### src/rtl/tmcw_pkg.sv
// Shared types, field widths and character codes for the text-mode console writer.
package tmcw_pkg;

   localparam int OPCODE_W = 2;
   localparam int CHAR_W   = 8;
   localparam int COLOR_W  = 4;
   localparam int ADDR_W   = 11;
   localparam int LOC_W    = 11;
   localparam int COL_W    = 7;
   localparam int ROW_W    = 5;
   localparam int CELL_W   = 16;

   typedef logic [OPCODE_W-1:0] opcode_type;
   typedef logic [CHAR_W-1:0]   char_type;
   typedef logic [COLOR_W-1:0]  color_type;
   typedef logic [ADDR_W-1:0]   addr_type;
   typedef logic [CELL_W-1:0]   cell_type;
   typedef logic [7:0]          attr_type;

   localparam opcode_type OP_PUT   = 2'd0;
   localparam opcode_type OP_CLEAR = 2'd1;
   localparam opcode_type OP_READ  = 2'd2;

   localparam char_type CH_BS    = 8'h08;
   localparam char_type CH_TAB   = 8'h09;
   localparam char_type CH_LF    = 8'h0A;
   localparam char_type CH_CR    = 8'h0D;
   localparam char_type CH_SPACE = 8'h20;
   localparam char_type CH_DEL   = 8'h7F;

   localparam cell_type BLANK_CELL = 16'h0F20;

endpackage

### src/rtl/tmcw_cursor.sv
// Next-cursor logic for a put command: control codes, printable store, wrap and scroll test.
module tmcw_cursor #(
   parameter int COLUMNS   = 80,
   parameter int ROWS      = 25,
   parameter int TAB_WIDTH = 8,
   parameter int CW        = 7,
   parameter int RW        = 5,
   parameter int PW        = 3,
   parameter int AW        = 11
) (
   input  logic [CW-1:0]          col_i,
   input  logic [RW-1:0]          row_i,
   input  logic [PW-1:0]          phase_i,
   input  tmcw_pkg::char_type     char_code,
   input  tmcw_pkg::attr_type     attr,
   output logic                   wr_en,
   output logic [AW-1:0]          wr_addr,
   output tmcw_pkg::cell_type     wr_data,
   output logic [CW-1:0]          col_o,
   output logic [RW-1:0]          row_o,
   output logic [PW-1:0]          phase_o,
   output logic                   scroll_o
);
   import tmcw_pkg::*;

   localparam int TW = $clog2(COLUMNS + TAB_WIDTH + 1);
   localparam logic [TW-1:0] COLS_T   = TW'(COLUMNS);
   localparam logic [TW-1:0] TAB_T    = TW'(TAB_WIDTH);
   localparam logic [PW-1:0] PH_LAST  = PW'(TAB_WIDTH - 1);
   localparam logic [RW:0]   ROWS_R   = (RW+1)'(ROWS);
   localparam logic [RW-1:0] ROW_LAST = RW'(ROWS - 1);
   localparam logic [AW-1:0] COLS_A   = AW'(COLUMNS);

   logic [TW-1:0] col_t;
   logic [RW:0]   row_t;
   logic [PW-1:0] phase_t;
   logic [CW-1:0] wr_col;
   logic [PW-1:0] phase_up;
   logic [PW-1:0] phase_down;

   always_comb begin
      phase_up   = (phase_i == PH_LAST) ? '0 : phase_i + 1'b1;
      phase_down = (phase_i == '0) ? PH_LAST : phase_i - 1'b1;
      col_t      = TW'(col_i);
      row_t      = (RW+1)'(row_i);
      phase_t    = phase_i;
      wr_en      = 1'b0;
      wr_col     = col_i;
      wr_data    = {attr, char_code};
      if (char_code == CH_BS) begin
         if (col_i != '0) begin
            wr_en   = 1'b1;
            wr_col  = col_i - 1'b1;
            wr_data = {attr, CH_SPACE};
            col_t   = TW'(col_i - 1'b1);
            phase_t = phase_down;
         end
      end else if (char_code == CH_TAB) begin
         col_t   = TW'(col_i) + TAB_T - TW'(phase_i);
         phase_t = '0;
      end else if (char_code == CH_CR) begin
         col_t   = '0;
         phase_t = '0;
      end else if (char_code inside {[CH_SPACE:CH_DEL]}) begin
         wr_en   = 1'b1;
         col_t   = TW'(col_i) + 1'b1;
         phase_t = phase_up;
      end else if (char_code == CH_LF) begin
         col_t   = '0;
         phase_t = '0;
         row_t   = row_t + 1'b1;
      end
      if (col_t >= COLS_T) begin
         col_t   = '0;
         phase_t = '0;
         row_t   = row_t + 1'b1;
      end
      scroll_o = (row_t >= ROWS_R);
      row_o    = scroll_o ? ROW_LAST : row_t[RW-1:0];
      col_o    = col_t[CW-1:0];
      phase_o  = phase_t;
      wr_addr  = AW'(AW'(row_i) * COLS_A + AW'(wr_col));
   end

endmodule

### config.mk
export PLATFORM = sky130hd
export DESIGN_NAME = tmcw_cursor
export DESIGN_NICKNAME = d
export VERILOG_FILES = /design/src/rtl/tmcw_pkg.sv /design/src/rtl/tmcw_cursor.sv
export SDC_FILE = /design/constraint.sdc
export NUM_CORES = 1
export LEC_CHECK = 0
export ABC_AREA = 1
export BUFFER_PORTS_ARGS = -buffer_cell sky130_fd_sc_hd__buf_4
export CORE_UTILIZATION = 25
export DETAILED_ROUTE_END_ITERATION = 6
export GPL_ROUTABILITY_DRIVEN = 0
export SLEW_MARGIN = 15
export SYNTH_ARGS = -nofsm -noshare
export SYNTH_HDL_FRONTEND = slang
export SYNTH_SLANG_ARGS = --single-unit
### constraint.sdc
create_clock -name vclk -period 7.6
set_input_delay 0.76 -clock vclk [all_inputs]
set_output_delay 0.76 -clock vclk [all_outputs]
set_load 0.01 [all_outputs]
**Word-level counts from Yosys, hierarchy flattened**

Index checks and enable logic that the tools add are counted.
Widths: inputs -> output; s select.

- Input port bits: 31
- Flip-flop bits (word level): 0
- Logic and storage cells: 53

- Mux-type cells: 31
- Multiply operators: 1
- Reduce and logical (&&, ||, !) cells: 3
- Order comparisons: 4
- Add/subtract/negate cells: 9
- Equality and inequality tests: 5

Operators by type and width:

| cell | count |
|---|---|
| $mux 7 | 8 |
| $mux 6 | 6 |
| $eq 8x4->1 const B | 4 |
| $mux 3 | 9 |
| $mux 8 | 2 |
| $add 11x7->11 | 1 |
| $ge 8x6->1 const B | 1 |
| $le 8x7->1 const B | 1 |
| $add 7x1->7 const B | 1 |
| $add 7x4->7 const B | 1 |
| $ge 7x7->1 const B | 1 |
| $mul 5x3->7 const B | 1 |
| $reduce_bool 7->1 | 1 |
| $sub 7x1->7 const B | 1 |
| $sub 7x3->7 | 1 |
| $add 5x1->6 const B | 1 |
| $add 6x1->6 const B | 1 |
| $ge 6x5->1 const B | 1 |
| $mux 1 | 5 |
| $mux 5 | 1 |
| $add 3x1->3 const B | 1 |
| $eq 3x3->1 const B | 1 |
| $logic_not 3->1 | 1 |
| $sub 3x1->3 const B | 1 |
| $logic_and 1x1->1 | 1 |

**Logic depth before layout (Yosys ltp)**

- Depth in word-level cells: 10
- Gate-level depth with buffers: 22
- Mapped depth without buffers: 22

**Worst setup path after synthesis**

No wires, ideal clock.

- Path kind: input-to-output
- Start point: input col_i[4]
- End point: output wr_addr[10]
- Path slack: 3.937 ns
- Arrival: 2.903 ns
- Stages on the path: 16
- Path buffers: 1
- Cells stage by stage: buf_2 inv_1 ha_1 nand2_1 inv_1 nand3_2 inv_4 a21oi_1 o21ai_1 nand2_1 o21a_1 ha_1 a21oi_1 or2_2 nor3_1 xor2_1

- Cells in the longest elaborated chain, start to end: 4

RTL lines:

| item | line | RTL |
|---|---|---|
| start, declared | tmcw_cursor.sv:11 | `input logic [CW-1:0] col_i,` |
| $sub 7x1->7 / $reduce_bool 7->1 (equally long branches) | tmcw_cursor.sv:53, tmcw_cursor.sv:51 |  |
| $mux 7 | tmcw_cursor.sv:51 | `if (col_i != '0) begin` |
| $mux 7 (*) | tmcw_cursor.sv:50 | `if (char_code == CH_BS) begin` |
| $add 11x7->11 (*) | tmcw_cursor.sv:82 | `wr_addr = AW'(AW'(row_i) * COLS_A + AW'(wr_col));` |
| end, declared | tmcw_cursor.sv:17 | `output logic [AW-1:0] wr_addr,` |

Mark *: on every way between the ends. The rest lies on a longest branch, timed or not.

**Worst setup path in the final report**

Ends and elaborated chain as after synthesis.

==> metrics.md <==
| Metric | Value |
|---|---|
| Register Area | `0 sq um` |
| Critical path, cell by cell | `buf_4, inv_1, ha_1, nand2_1, inv_1, nand3_2, inv_4, a21oi_1, o21ai_1, nand2_1, o21a_1, ha_1, a21oi_1, or2_2, nor3_1, xor2_1, buf_4` |
| Crit Path Max Fanout | `11` |
| VDD IR max | `0.0000216 V` |
| Final-report setup violation count | `0` |
| Commonest non-fill, non-tap cell in the layout | `nand2_1` |
| Die extent in x | `89.7 um` |
| Post-cts sizing count | `0` |
| Via count | `2163` |
| RSZ-0062 raised after global routing | `no` |
| ANT nets after route | `0` |
| Post-Syn Area | `1920 sq um` |
| Fmax | `247 MHz` |
| Cell area power density | `approximately 66 nW/um^2` |
| Final core occ | `32.6%` |
| Status | `completed` |
| Setup CP Type | `in -> out` |
| Final Hold Viols | `0` |
| Avg Inst Size Synth | `5.84 sq um` |
| Total power | `0.157 mW` |
| Pleak | `1.33 nW` |
| Largest net degree at the start of global routing | `12` |
| Initial drt markers | `122` |
| First-pass GRT wire length | `9020 um` |
| # port buffers | `between 50 and 60` |
| HP Class | `in -> out` |
| Fin nets | `436` |
| Number of hold buffers added after CTS | `0` |
| Most frequent cells in the layout | `nand2_1 (83), buf_4 (60), inv_1 (43), ha_1 (28), nand3_1 (26)` |
| Syn-to-layout area delta | `24.6%` |
| Final worst path period share | `53.2%` |
| Clock Buffer Count | `0` |
| Seq cells | `0` |
| Antenna cell count | `0` |
| Count of pins over their slew limit | `0` |
| Core area | `approximately 7300 sq um` |
| Crit path launch type | `input port` |
| Sequential share of the synthesized area | `0%` |
| Crit path DAT | `3.29 ns` |
| Minimum clock period | `about 4.0 ns` |
| Post-synth cell types | `39` |
| CP delay by family, top | `simple AND/OR/NAND/NOR gates` |
| Initial antenna violation count | `0` |
| Relative slew slack | `between 60% and 70%` |
| Post-CTS Setup Inserts | `0` |
| CP peak stage delay | `0.34 ns` |
| Worst Max-Slew Pin Slew | `0.456 ns` |
| Critical Path RT | `6.84 ns` |
| Multi-input logic area | `1620 sq um` |
| Wire length per cell | `11.7 um` |
| Layout cells sized above 1 | `approximately 25%` |
| Cell count after synthesis | `329` |
| Synth warn | `0` |
| DP Wirelength | `4630 um` |
| Post-Synthesis Net Count | `391` |
| Initial Util | `26.2%` |
| Gr ovfl total | `0` |
| 1st-pass router iterations | `4` |
| Max Cap Viol | `0` |
| DRC viols | `0` |
| Total die area | `8040 sq um` |
| CP endpoint kind | `primary output` |
| Fillcell total | `828` |
| Slowest CP cell | `ha_1` |
| Setup TNS | `0 ns` |
| Vias in the first global route | `2017` |
| Vias per inst | `between 4 and 5` |
| Die height | `89.7 um` |
| Total track usage | `13.7%` |
| Final WL | `between 5000 and 6000 um` |
| Boundary pin count | `75` |
| # rows | `31` |
| WP buf/inv | `5` |
==> through the flow <==
step / instance area [sq um] / hold WS, ns / cells / setup slack (ns)
finish: 2390 / 1.52 / 471 / 3.55
global route: 2390 / 1.52 / 471 / 3.24
CTS: 2390 / 1.52 / 471 / 3.55
detailed placement: 2390 / 1.52 / 471 / 3.55
global placement: 2390 / 1.52 / 471 / 3.60
floorplan: 1920 / 1.61 / 329 / 3.94
==> power breakdown <==
group | total [mW] | leakage [nW] | switching, mW | internal [mW]
logic | 0.157 | 1.33 | 0.0858 | 0.0714
registers | 0 | 0 | 0 | 0
clock network | 0 | 0 | 0 | 0
==> Yosys cell counts, types with 3 or more instances <==
cell | count | area [sq um]
o21ai_0 | 15 | 75.1
nand3_1 | 26 | 130
o211ai_1 | 5 | 37.5
nor2_2 | 7 | 43.8
ha_1 | 28 | 350
nand2_1 | 83 | 312
nand2_2 | 6 | 37.5
nor2_4 | 3 | 33.8
nor2_1 | 25 | 93.8
fa_1 | 3 | 60.1
xnor2_1 | 5 | 43.8
inv_2 | 4 | 15.0
nand2_4 | 3 | 33.8
inv_1 | 43 | 161
clkbuf_1 | 7 | 26.3
xor2_1 | 10 | 87.6
inv_4 | 3 | 18.8
buf_4 | 8 | 60.1
nor3_1 | 3 | 15.0
a21oi_1 | 15 | 75.1
==> logic make-up after synthesis <==
family                     synth area share [%]
xor gates and xnor gates                   6.84
AOI/OAI and AO/OA                          14.2
buffers and inverters                      15.5
and+or+nand+nor                            42.1
adders and majority gates                  21.4
==> cell type report <==
| type | count | area share, % |
|---|---|---|
| Timing Repair Buffer | 60 | 18.8 |
| Tap cell | 99 | 5.18 |
| Multi-Input combinational cell | 262 | 67.8 |
| Inverter | 50 | 8.16 |
==> layer usage <==
metal  track usage [%]  share of wire (%)
met5                 0                  0
met4             0.433                  0
met3             0.548                4.4
met2              24.7                 47
met1              19.1                 49
==> worst paths after layout <==
path / from / to / slack (ns) / cells after the start
min: attr[6] / wr_data[14] / 1.52 / 0
max: col_i[4] / wr_addr[10] / 3.55 / 17
Power figures use the tool's default switching activity.
